### config.mk
export PLATFORM = sky130hd
export DESIGN_NAME = coprime_moduli_generator_unit
export DESIGN_NICKNAME = d
export VERILOG_FILES = /design/src/hdl/cmg_pkg.sv /design/src/hdl/coprime_moduli_generator_unit.sv /design/src/hdl/cmg_ram.sv /design/src/hdl/cmg_gcd.sv /design/src/hdl/cmg_search.sv
export SDC_FILE = /design/constraint.sdc
export NUM_CORES = 2
export LEC_CHECK = 0
export BUFFER_PORTS_ARGS = -buffer_cell sky130_fd_sc_hd__clkbuf_2
export CELL_PAD_IN_SITES_DETAIL_PLACEMENT = 1
export CELL_PAD_IN_SITES_GLOBAL_PLACEMENT = 1
export CORE_UTILIZATION = 56
export DETAILED_ROUTE_END_ITERATION = 7
export PLACE_DENSITY_LB_ADDON = 0.25
export SLEW_MARGIN = 5
export SYNTH_ARGS = -nofsm -noshare
export SYNTH_HDL_FRONTEND = slang
export SYNTH_SLANG_ARGS = --single-unit
### constraint.sdc
create_clock -name aclk -period 9.1 [get_ports aclk]
set_clock_uncertainty 0.15 [all_clocks]
set_input_delay 0 -clock aclk [delete_from_list [all_inputs] [get_ports aclk]]
set_output_delay 0 -clock aclk [all_outputs]
set_load 0.01 [all_outputs]
### src/hdl/cmg_pkg.sv
package cmg_pkg;

    // fixed field widths of the request, result and register words
    localparam int MODULUS_W  = 32;
    localparam int POSITION_W = 7;
    localparam int SET_SIZE_W = 8;
    localparam int S_DATA_W   = 8;
    localparam int M_DATA_W   = 40;
    localparam int M_USER_W   = 2;
    localparam int CFG_INDEX_W = 1;
    localparam int CFG_DATA_W  = 32;

    // defaults for the top-level parameters
    localparam int DEF_MAX_MODULI   = 128;
    localparam int DEF_MODULUS_BITS = 32;

    // register reset values
    localparam logic [MODULUS_W-1:0]  FIRST_MODULUS_RST = 32'd96997537;
    localparam logic [SET_SIZE_W-1:0] SET_SIZE_RST      = 8'd128;

    // register indexes
    localparam logic [CFG_INDEX_W-1:0] CFG_FIRST_MODULUS = 1'd0;
    localparam logic [CFG_INDEX_W-1:0] CFG_SET_SIZE      = 1'd1;

    typedef enum logic [1:0] {
        STATUS_OK       = 2'd0,
        STATUS_COMPLETE = 2'd1,
        STATUS_OVERFLOW = 2'd2
    } status_t;

    typedef struct packed {
        logic [MODULUS_W-1:0]  modulus;
        logic [POSITION_W-1:0] position;
        logic                  last;
        status_t               status;
    } result_t;

    typedef struct packed {
        logic done;
        logic coprime;
    } gcd_res_t;

endpackage

### src/hdl/coprime_moduli_generator_unit.sv
// Channel   Dir  Handshake               Payload
// s_        in   s_tvalid / s_tready     s_tdata[0] restart (1: clear set, return first)
// m_        out  m_tvalid / m_tready     m_tdata modulus, position; m_tlast; m_tuser status
// cfg_      in   cfg_valid / cfg_ready   cfg_index 0 first_modulus, 1 set_size; cfg_data
//
// Restart, completion and immediate overflow words pass from the accept through
// ST_RESP into the output register before m_tvalid. A search adds one range check
// (ST_CHECK) per tested candidate and, per stored modulus, a table read, gcd start
// and gcd end (ST_FETCH, ST_START, ST_GCD) plus the binary gcd steps; an overflow
// found at the range check goes from ST_CHECK to ST_RESP. The one-step-per-cycle
// gcd unit and the single table read port set the search speed. One word is taken
// at a time; s_tready returns once ST_RESP has handed the word on.
// Reset (aresetn, synchronous) empties the set and restores both registers;
// the moduli table holds no reset value and needs no clearing pass.
// The result waits in an output register, so s_tready can return while m_tready is low if that register is empty.
module coprime_moduli_generator_unit import cmg_pkg::*; #(
    parameter int MAX_MODULI   = DEF_MAX_MODULI,
    parameter int MODULUS_BITS = DEF_MODULUS_BITS
) (
    input  logic                   aclk,
    input  logic                   aresetn,
    // request word
    input  logic                   s_tvalid,
    output logic                   s_tready,
    input  logic [S_DATA_W-1:0]    s_tdata,   // [0] restart, [7:1] zero
    // result word
    output logic                   m_tvalid,
    input  logic                   m_tready,
    output logic [M_DATA_W-1:0]    m_tdata,   // [31:0] modulus, [38:32] position, [39] zero
    output logic                   m_tlast,   // modulus completes the set
    output logic [M_USER_W-1:0]    m_tuser,   // [1:0] status
    // register writes
    input  logic                   cfg_valid,
    output logic                   cfg_ready,
    input  logic [CFG_INDEX_W-1:0] cfg_index,
    input  logic [CFG_DATA_W-1:0]  cfg_data
);

    localparam int AW = $clog2(MAX_MODULI);

    logic [MODULUS_W-1:0]  first_modulus_reg;
    logic [SET_SIZE_W-1:0] set_size_reg;

    logic                    res_valid, res_ready;
    result_t                 res;
    logic                    out_valid_reg;
    result_t                 out_reg;

    logic                    wr_en, rd_en;
    logic [AW-1:0]           wr_addr, rd_addr;
    logic [MODULUS_BITS-1:0] wr_data, rd_data;
    logic                    gcd_start;
    logic [MODULUS_BITS-1:0] gcd_a, gcd_b;
    gcd_res_t                gcd_res;

    // configuration registers, to be written only while idle; not enforced by the block
    assign cfg_ready = 1'b1;

    always_ff @(posedge aclk) begin
        if (!aresetn) begin
            first_modulus_reg <= FIRST_MODULUS_RST;
            set_size_reg      <= SET_SIZE_RST;
        end else if (cfg_valid) begin
            unique case (cfg_index)
                CFG_FIRST_MODULUS: first_modulus_reg <= cfg_data;
                CFG_SET_SIZE:      set_size_reg      <= cfg_data[SET_SIZE_W-1:0];
                default: ;
            endcase
        end
    end

    cmg_search #(
        .MAX_MODULI  (MAX_MODULI),
        .MODULUS_BITS(MODULUS_BITS)
    ) u_search (
        .aclk         (aclk),
        .aresetn      (aresetn),
        .req_valid    (s_tvalid),
        .req_ready    (s_tready),
        .req_restart  (s_tdata[0]),
        .first_modulus(first_modulus_reg),
        .set_size     (set_size_reg),
        .res_valid    (res_valid),
        .res_ready    (res_ready),
        .res          (res),
        .wr_en        (wr_en),
        .wr_addr      (wr_addr),
        .wr_data      (wr_data),
        .rd_en        (rd_en),
        .rd_addr      (rd_addr),
        .rd_data      (rd_data),
        .gcd_start    (gcd_start),
        .gcd_a        (gcd_a),
        .gcd_b        (gcd_b),
        .gcd_res      (gcd_res)
    );

    // moduli table, one write and one registered read port
    cmg_ram #(
        .WIDTH(MODULUS_BITS),
        .DEPTH(MAX_MODULI)
    ) u_table (
        .aclk   (aclk),
        .wr_en  (wr_en),
        .wr_addr(wr_addr),
        .wr_data(wr_data),
        .rd_en  (rd_en),
        .rd_addr(rd_addr),
        .rd_data(rd_data)
    );

    cmg_gcd #(
        .MODULUS_BITS(MODULUS_BITS)
    ) u_gcd (
        .aclk   (aclk),
        .aresetn(aresetn),
        .start  (gcd_start),
        .a_in   (gcd_a),
        .b_in   (gcd_b),
        .res    (gcd_res)
    );

    // output register: frees the sequencer once the word is parked here
    assign res_ready = !out_valid_reg || m_tready;

    always_ff @(posedge aclk) begin
        if (!aresetn) begin
            out_valid_reg <= 1'b0;
        end else if (res_ready) begin
            out_valid_reg <= res_valid;
        end
        if (res_valid && res_ready) begin
            out_reg <= res;
        end
    end

    assign m_tvalid = out_valid_reg;
    assign m_tdata  = {1'b0, out_reg.position, out_reg.modulus};
    assign m_tlast  = out_reg.last;
    assign m_tuser  = out_reg.status;

endmodule

### src/hdl/cmg_ram.sv
module cmg_ram #(
    parameter int WIDTH = 32,
    parameter int DEPTH = 128
) (
    input  logic                     aclk,
    input  logic                     wr_en,
    input  logic [$clog2(DEPTH)-1:0] wr_addr,
    input  logic [WIDTH-1:0]         wr_data,
    input  logic                     rd_en,
    input  logic [$clog2(DEPTH)-1:0] rd_addr,
    output logic [WIDTH-1:0]         rd_data
);

    logic [WIDTH-1:0] mem [DEPTH];
    logic [WIDTH-1:0] rd_data_reg;

    always_ff @(posedge aclk) begin
        if (wr_en) begin
            mem[wr_addr] <= wr_data;
        end
        if (rd_en) begin
            rd_data_reg <= mem[rd_addr];
        end
    end

    assign rd_data = rd_data_reg;

endmodule

### src/hdl/cmg_gcd.sv
// Binary gcd of two odd, nonzero operands; one shift or subtract per cycle.
module cmg_gcd import cmg_pkg::*; #(
    parameter int MODULUS_BITS = DEF_MODULUS_BITS
) (
    input  logic                    aclk,
    input  logic                    aresetn,
    input  logic                    start,
    input  logic [MODULUS_BITS-1:0] a_in,
    input  logic [MODULUS_BITS-1:0] b_in,
    output gcd_res_t                res
);

    localparam logic [MODULUS_BITS-1:0] ONE = MODULUS_BITS'(1);

    logic                    running_reg, running_next;
    logic [MODULUS_BITS-1:0] a_reg, a_next;
    logic [MODULUS_BITS-1:0] b_reg, b_next;
    logic                    unit_found, equal_found;

    assign unit_found  = (a_reg == ONE) || (b_reg == ONE);
    assign equal_found = (a_reg == b_reg);

    always_comb begin
        running_next = running_reg;
        a_next       = a_reg;
        b_next       = b_reg;
        if (start) begin
            running_next = 1'b1;
            a_next       = a_in;
            b_next       = b_in;
        end else if (running_reg) begin
            if (unit_found || equal_found) begin
                running_next = 1'b0;
            end else if (!a_reg[0]) begin
                a_next = a_reg >> 1;
            end else if (!b_reg[0]) begin
                b_next = b_reg >> 1;
            end else if (a_reg > b_reg) begin
                a_next = a_reg - b_reg;
            end else begin
                b_next = b_reg - a_reg;
            end
        end
    end

    always_ff @(posedge aclk) begin
        if (!aresetn) begin
            running_reg <= 1'b0;
        end else begin
            running_reg <= running_next;
        end
        a_reg <= a_next;
        b_reg <= b_next;
    end

    assign res.done    = running_reg && (unit_found || equal_found);
    assign res.coprime = unit_found;

endmodule

### src/hdl/cmg_search.sv
// Request sequencer: restart, candidate stepping, table walk, result build.
module cmg_search import cmg_pkg::*; #(
    parameter int MAX_MODULI   = DEF_MAX_MODULI,
    parameter int MODULUS_BITS = DEF_MODULUS_BITS
) (
    input  logic                          aclk,
    input  logic                          aresetn,
    input  logic                          req_valid,
    output logic                          req_ready,
    input  logic                          req_restart,
    input  logic [MODULUS_W-1:0]          first_modulus,
    input  logic [SET_SIZE_W-1:0]         set_size,
    output logic                          res_valid,
    input  logic                          res_ready,
    output result_t                       res,
    output logic                          wr_en,
    output logic [$clog2(MAX_MODULI)-1:0] wr_addr,
    output logic [MODULUS_BITS-1:0]       wr_data,
    output logic                          rd_en,
    output logic [$clog2(MAX_MODULI)-1:0] rd_addr,
    input  logic [MODULUS_BITS-1:0]       rd_data,
    output logic                          gcd_start,
    output logic [MODULUS_BITS-1:0]       gcd_a,
    output logic [MODULUS_BITS-1:0]       gcd_b,
    input  gcd_res_t                      gcd_res
);

    localparam int AW    = $clog2(MAX_MODULI);
    localparam int CW    = $clog2(MAX_MODULI + 1);
    localparam int EW    = (CW > SET_SIZE_W) ? CW : SET_SIZE_W;
    localparam int CANDW = MODULUS_BITS + 1;
    localparam logic [EW-1:0] MAX_E = EW'(MAX_MODULI);

    typedef enum logic [2:0] {
        ST_IDLE,
        ST_CHECK,
        ST_FETCH,
        ST_START,
        ST_GCD,
        ST_RESP
    } state_t;

    state_t            state_reg, state_next;
    logic [CW-1:0]     count_reg, count_next;
    logic [CW-1:0]     idx_reg, idx_next;
    logic [CANDW-1:0]  cand_reg, cand_next;
    logic              first_odd_reg, first_odd_next;
    result_t           res_reg, res_next;

    logic [EW-1:0]     eff;
    logic [EW-1:0]     count_e;
    logic              first_too_wide;
    logic [CW-1:0]     idx_inc;
    logic [63:0]       first_wide;
    logic [CANDW-1:0]  cand_inc;

    always_comb begin
        if (set_size == '0) begin
            eff = EW'(1);
        end else if (EW'(set_size) > MAX_E) begin
            eff = MAX_E;
        end else begin
            eff = EW'(set_size);
        end
    end

    assign count_e        = EW'(count_reg);
    assign first_wide     = 64'(first_modulus);
    assign first_too_wide = (first_wide >> MODULUS_BITS) != 64'd0;
    assign idx_inc        = idx_reg + CW'(1);
    assign cand_inc       = cand_reg + CANDW'(2);

    always_comb begin
        state_next     = state_reg;
        count_next     = count_reg;
        idx_next       = idx_reg;
        cand_next      = cand_reg;
        first_odd_next = first_odd_reg;
        res_next       = res_reg;
        wr_en          = 1'b0;
        wr_addr        = count_reg[AW-1:0];
        wr_data        = cand_reg[MODULUS_BITS-1:0];
        rd_en          = 1'b0;
        rd_addr        = idx_reg[AW-1:0];
        gcd_start      = 1'b0;
        gcd_a          = rd_data;
        gcd_b          = cand_reg[MODULUS_BITS-1:0];

        unique case (state_reg)
            ST_IDLE: begin
                if (req_valid) begin
                    res_next = '{modulus: '0, position: '0, last: 1'b0,
                                 status: STATUS_OK};
                    state_next = ST_RESP;
                    if (req_restart || count_reg == '0) begin
                        count_next = '0;
                        if (first_too_wide) begin
                            res_next.status = STATUS_OVERFLOW;
                        end else begin
                            wr_en          = 1'b1;
                            wr_addr        = '0;
                            wr_data        = first_wide[MODULUS_BITS-1:0];
                            count_next     = CW'(1);
                            first_odd_next = first_modulus[0];
                            cand_next      = CANDW'(first_wide + 64'd2);
                            res_next.modulus = first_modulus;
                            res_next.last    = (eff <= EW'(1));
                        end
                    end else if (count_e >= eff) begin
                        res_next.status = STATUS_COMPLETE;
                    end else if (!first_odd_reg) begin
                        // even first modulus: search can only run out of range
                        res_next.status = STATUS_OVERFLOW;
                    end else begin
                        state_next = ST_CHECK;
                    end
                end
            end
            ST_CHECK: begin
                if (cand_reg[MODULUS_BITS]) begin
                    res_next.status = STATUS_OVERFLOW;
                    state_next      = ST_RESP;
                end else begin
                    idx_next   = '0;
                    state_next = ST_FETCH;
                end
            end
            ST_FETCH: begin
                rd_en      = 1'b1;
                state_next = ST_START;
            end
            ST_START: begin
                gcd_start  = 1'b1;
                state_next = ST_GCD;
            end
            ST_GCD: begin
                if (gcd_res.done) begin
                    if (!gcd_res.coprime) begin
                        cand_next  = cand_inc;
                        state_next = ST_CHECK;
                    end else if (idx_inc == count_reg) begin
                        wr_en      = 1'b1;
                        count_next = count_reg + CW'(1);
                        cand_next  = cand_inc;
                        res_next.modulus  = MODULUS_W'(64'(cand_reg[MODULUS_BITS-1:0]));
                        res_next.position = POSITION_W'(64'(count_reg));
                        res_next.last     = (count_e + EW'(1) == eff);
                        res_next.status   = STATUS_OK;
                        state_next = ST_RESP;
                    end else begin
                        idx_next   = idx_inc;
                        state_next = ST_FETCH;
                    end
                end
            end
            ST_RESP: begin
                if (res_ready) begin
                    state_next = ST_IDLE;
                end
            end
            default: begin
                state_next = ST_IDLE;
            end
        endcase
    end

    always_ff @(posedge aclk) begin
        if (!aresetn) begin
            state_reg     <= ST_IDLE;
            count_reg     <= '0;
            cand_reg      <= '0;
            first_odd_reg <= 1'b0;
        end else begin
            state_reg     <= state_next;
            count_reg     <= count_next;
            cand_reg      <= cand_next;
            first_odd_reg <= first_odd_next;
        end
        idx_reg <= idx_next;
        res_reg <= res_next;
    end

    assign req_ready = (state_reg == ST_IDLE);
    assign res_valid = (state_reg == ST_RESP);
    assign res       = res_reg;

    a_count_bound: assert property (@(posedge aclk) disable iff (!aresetn)
        count_reg <= CW'(MAX_MODULI))
        else $error("accepted count beyond table depth");

    a_fail_fields_zero: assert property (@(posedge aclk) disable iff (!aresetn)
        res_valid && res.status != STATUS_OK |->
            res.modulus == '0 && res.position == '0 && !res.last)
        else $error("non-ok result carries data");

    a_busy_after_accept: assert property (@(posedge aclk) disable iff (!aresetn)
        req_valid && req_ready |=> !req_ready)
        else $error("sequencer idle right after taking a request");

    a_search_write_odd: assert property (@(posedge aclk) disable iff (!aresetn)
        wr_en && state_reg == ST_GCD |-> wr_data[0] && count_reg != '0)
        else $error("searched modulus written even or into empty set");

    a_gcd_done_in_wait: assert property (@(posedge aclk) disable iff (!aresetn)
        gcd_res.done |-> state_reg == ST_GCD)
        else $error("gcd finished outside its wait state");

endmodule

==> impl_metrics.ini <==
[status]
status = completed

[min_path]
worstHoldPathType = input port to flop
min_from = aresetn
min_path_cells = 3
whs_endpoint = first_modulus_reg[0]$_SDFFE_PN1P_

[yosys]
synth-edff-count = 4284
synthesis.nets = 8024
yosys_warnings = 0
syn_avg_cell_area_um2 = 21.80
synth-seq-area-share_pct = 75.68
synth-async-reset-ratio_pct = 0
synthCells = 7901
syn_area_mm2 = 0.1723
ys_ff_latch = 4371
synth_cell_types = 82
synth_ff_type = edfxtp_1

[power]
pwr_density_cell_mw_per_mm2 = 274.9
p_leak_nw = 61.34
ir_drop_mv = 0.1762
internal_power_mw = 38.16
p_seq_share_pct = 44.5
p_sw_mw = 15.35
power.share.clock_pct = 33.6
combPwrFrac_pct = 21.8
switching_share_pct = 28.68

[timing]
setup_violations = 0
final_max_slew_viol_count = 0
worst_pin_slew_ps = 1284
rsz0062_at_grt = no
maxClockFrequency_ghz = 0.1518
finalSetupTns_ps = 0
relSlewSlack_pct = 13.73
period_minus_slack_ps = 6586
post-route-period-util_pct = 72.38
hold_violations = 0

[cts]
h-tree-depth = 5
cts.clk_slew.worst_paths_ps = 60
cts-hold-fix-buffers = 119
clk_latency_ps = 1010
clk_path_buf_depth = 4
clock-sinks = 4371
cts_buffers = 427
cts_resized = 0
cts-root-buf = clkbuf_16
cts_tree = done
postCtsSetupRepairBufs = 0

[critical_path]
worstRegToRegCells = 11
path_max_fanout = 43
worstSetupEndpointType = flop
worstReg2RegEnd = u_table.mem[46][23]$_DFFE_PP_
reg2reg_from = u_search.idx_reg[0]$_SDFFCE_PN0P_
arrival_ps = 7030
required_ps = 9550
r2r_slack_ps = 2510
crit_path_start_kind = flop
critPathKind = flop to flop
cp-startpoint = u_search.idx_reg[0]$_SDFFCE_PN0P_

[route]
vias_per_cell = 6.973
postRouteWirelength_um = 502600
dr.pass1.iters = 8
avgRoutedWirePerCell_um = 39.22
antenna_left = 0
dr.first_iter.drc_count = 13440
vias = 89370
drc = 0

[floorplanning]
dieArea_mm2 = 0.3099
start_util_pct = 56.34
io_pins = 92
dieHeight_um = 556.7
die_width_um = 556.7
core_area_mm2 = 0.3058
rows = 203

[layout]
final_common_cell = edfxtp_1
fin_util_pct = 63.65
area_growth_pct = 12.99
final_cell_mix = edfxtp_1 (4284), mux4_2 (1344), clkbuf_16 (435)
largest_register_ffs = 4096
drive_above_1_share_pct = 29.01
fin_nets = 8455

[global_route]
track_usage_pct = 32.58
antenna_found_initial = 54
grt_pass1_wl_um = 698900
grt_pass1_vias = 90690
grt_max_degree = 147
grt_overflow = 0

[job]
drv_cap = 0

[placed_design]
globalplace.congestion = 0.9107
portBuffers = 82
dp_hpwl_um = 271200
[worst max-delay path by stage]
stage,to,slack (ps),cells after the start
after floorplan,u_table.mem[0][19]$_DFFE_PP_,930,9
after global placement,u_table.mem[46][25]$_DFFE_PP_,2720,11
after detailed placement,u_table.mem[46][2]$_DFFE_PP_,2590,11
after CTS,u_table.mem[46][23]$_DFFE_PP_,2500,11
after global routing,u_table.mem[46][23]$_DFFE_PP_,2370,11
final,u_table.mem[46][23]$_DFFE_PP_,2510,11
[kinds of logic after synthesis]
family                   synth area share [%]
flip-flops                              75.68
adder cells (fa/ha/maj)                0.5679
AND/OR/NAND/NOR                         2.283
XOR/XNOR                               0.4474
multiplexers                            17.84
other                                0.004359
buffers and inverters                   1.235
AO/OA/AOI/OAI                           1.941
[power by group through the flow]
| stage | combinational, mW | clock [mW] | sequential [mW] |
|---|---|---|---|
| 2_1_floorplan | 6.84 | 0 | 24.3 |
| 3_3_place_gp | 11.1 | 0 | 24.2 |
| 3_5_place_dp | 11.4 | 0 | 24.2 |
| 4_1_cts | 11.6 | 18.1 | 23.8 |
| 5_1_grt | 12.0 | 18.7 | 23.8 |
| 6_report | 11.7 | 18.0 | 23.8 |
[final cells by class]
class / count / area, um^2
multi-input cells: 2990 / 41070
fillers: 24650 / 111100
flip-flops and latches: 4371 / 130400
clock buffers: 524 / 11230
repair buffers: 444 / 3583
inverters: 98 / 380.4
diodes: 22 / 55.05
well taps: 4100 / 5130
clock inverters: 268 / 2828
[per-layer routing]
metal  vias up  share of wire, %  track usage, %
met2      6405                47           50.27
met1     47960                37           46.35
met5         -             0.032               0
met4        26               3.8           11.42
met3       874                12           7.503
li1      34110                 -               -
[stage by stage]
step	hold slack [ps]	setup slack, ps	cells	power (mW)	area [um^2]
floorplan	-26.03	929.3	7901	31.15	172300
global placement	79.40	2724	11880	35.30	179300
detailed placement	85.12	2595	11880	35.66	179300
CTS	22.83	2499	12790	53.51	194600
global route	60.43	2373	12800	54.57	194600
finish	55.68	2514	12820	53.51	194700
[critical path, stage by stage (launching register included)]
cell	delay (ps)
edfxtp_1	570
buf_4	830
nand3_4	210
xnor2_2	240
mux2i_1	110
or4_4	580
nor4b_4	560
and3_1	470
nand3_2	690
buf_4	570
nor2_4	580
buf_4	550
[synthesized netlist by cell type (21+ instances only)]
master,count,share of area [%]
edfxtp_1,4284,75
mux4_2,1344,18
nand2_1,340,0.74
nor2_1,330,0.72
clkbuf_1,310,0.68
a21oi_1,203,0.59
o21ai_0,121,0.35
inv_1,97,0.21
dfxtp_1,87,1.0
ha_1,75,0.54
nand3_1,66,0.19
buf_2,65,0.19
buf_1,62,0.14
xnor2_1,54,0.27
a221oi_1,41,0.21
mux2_2,34,0.22
xor2_1,27,0.14
nor3_1,26,0.076
a21o_1,24,0.10
nand4_1,24,0.087
a31oi_1,23,0.084
nor4_1,22,0.080
and3_1,21,0.076
(Power assumes the default switching activity.)
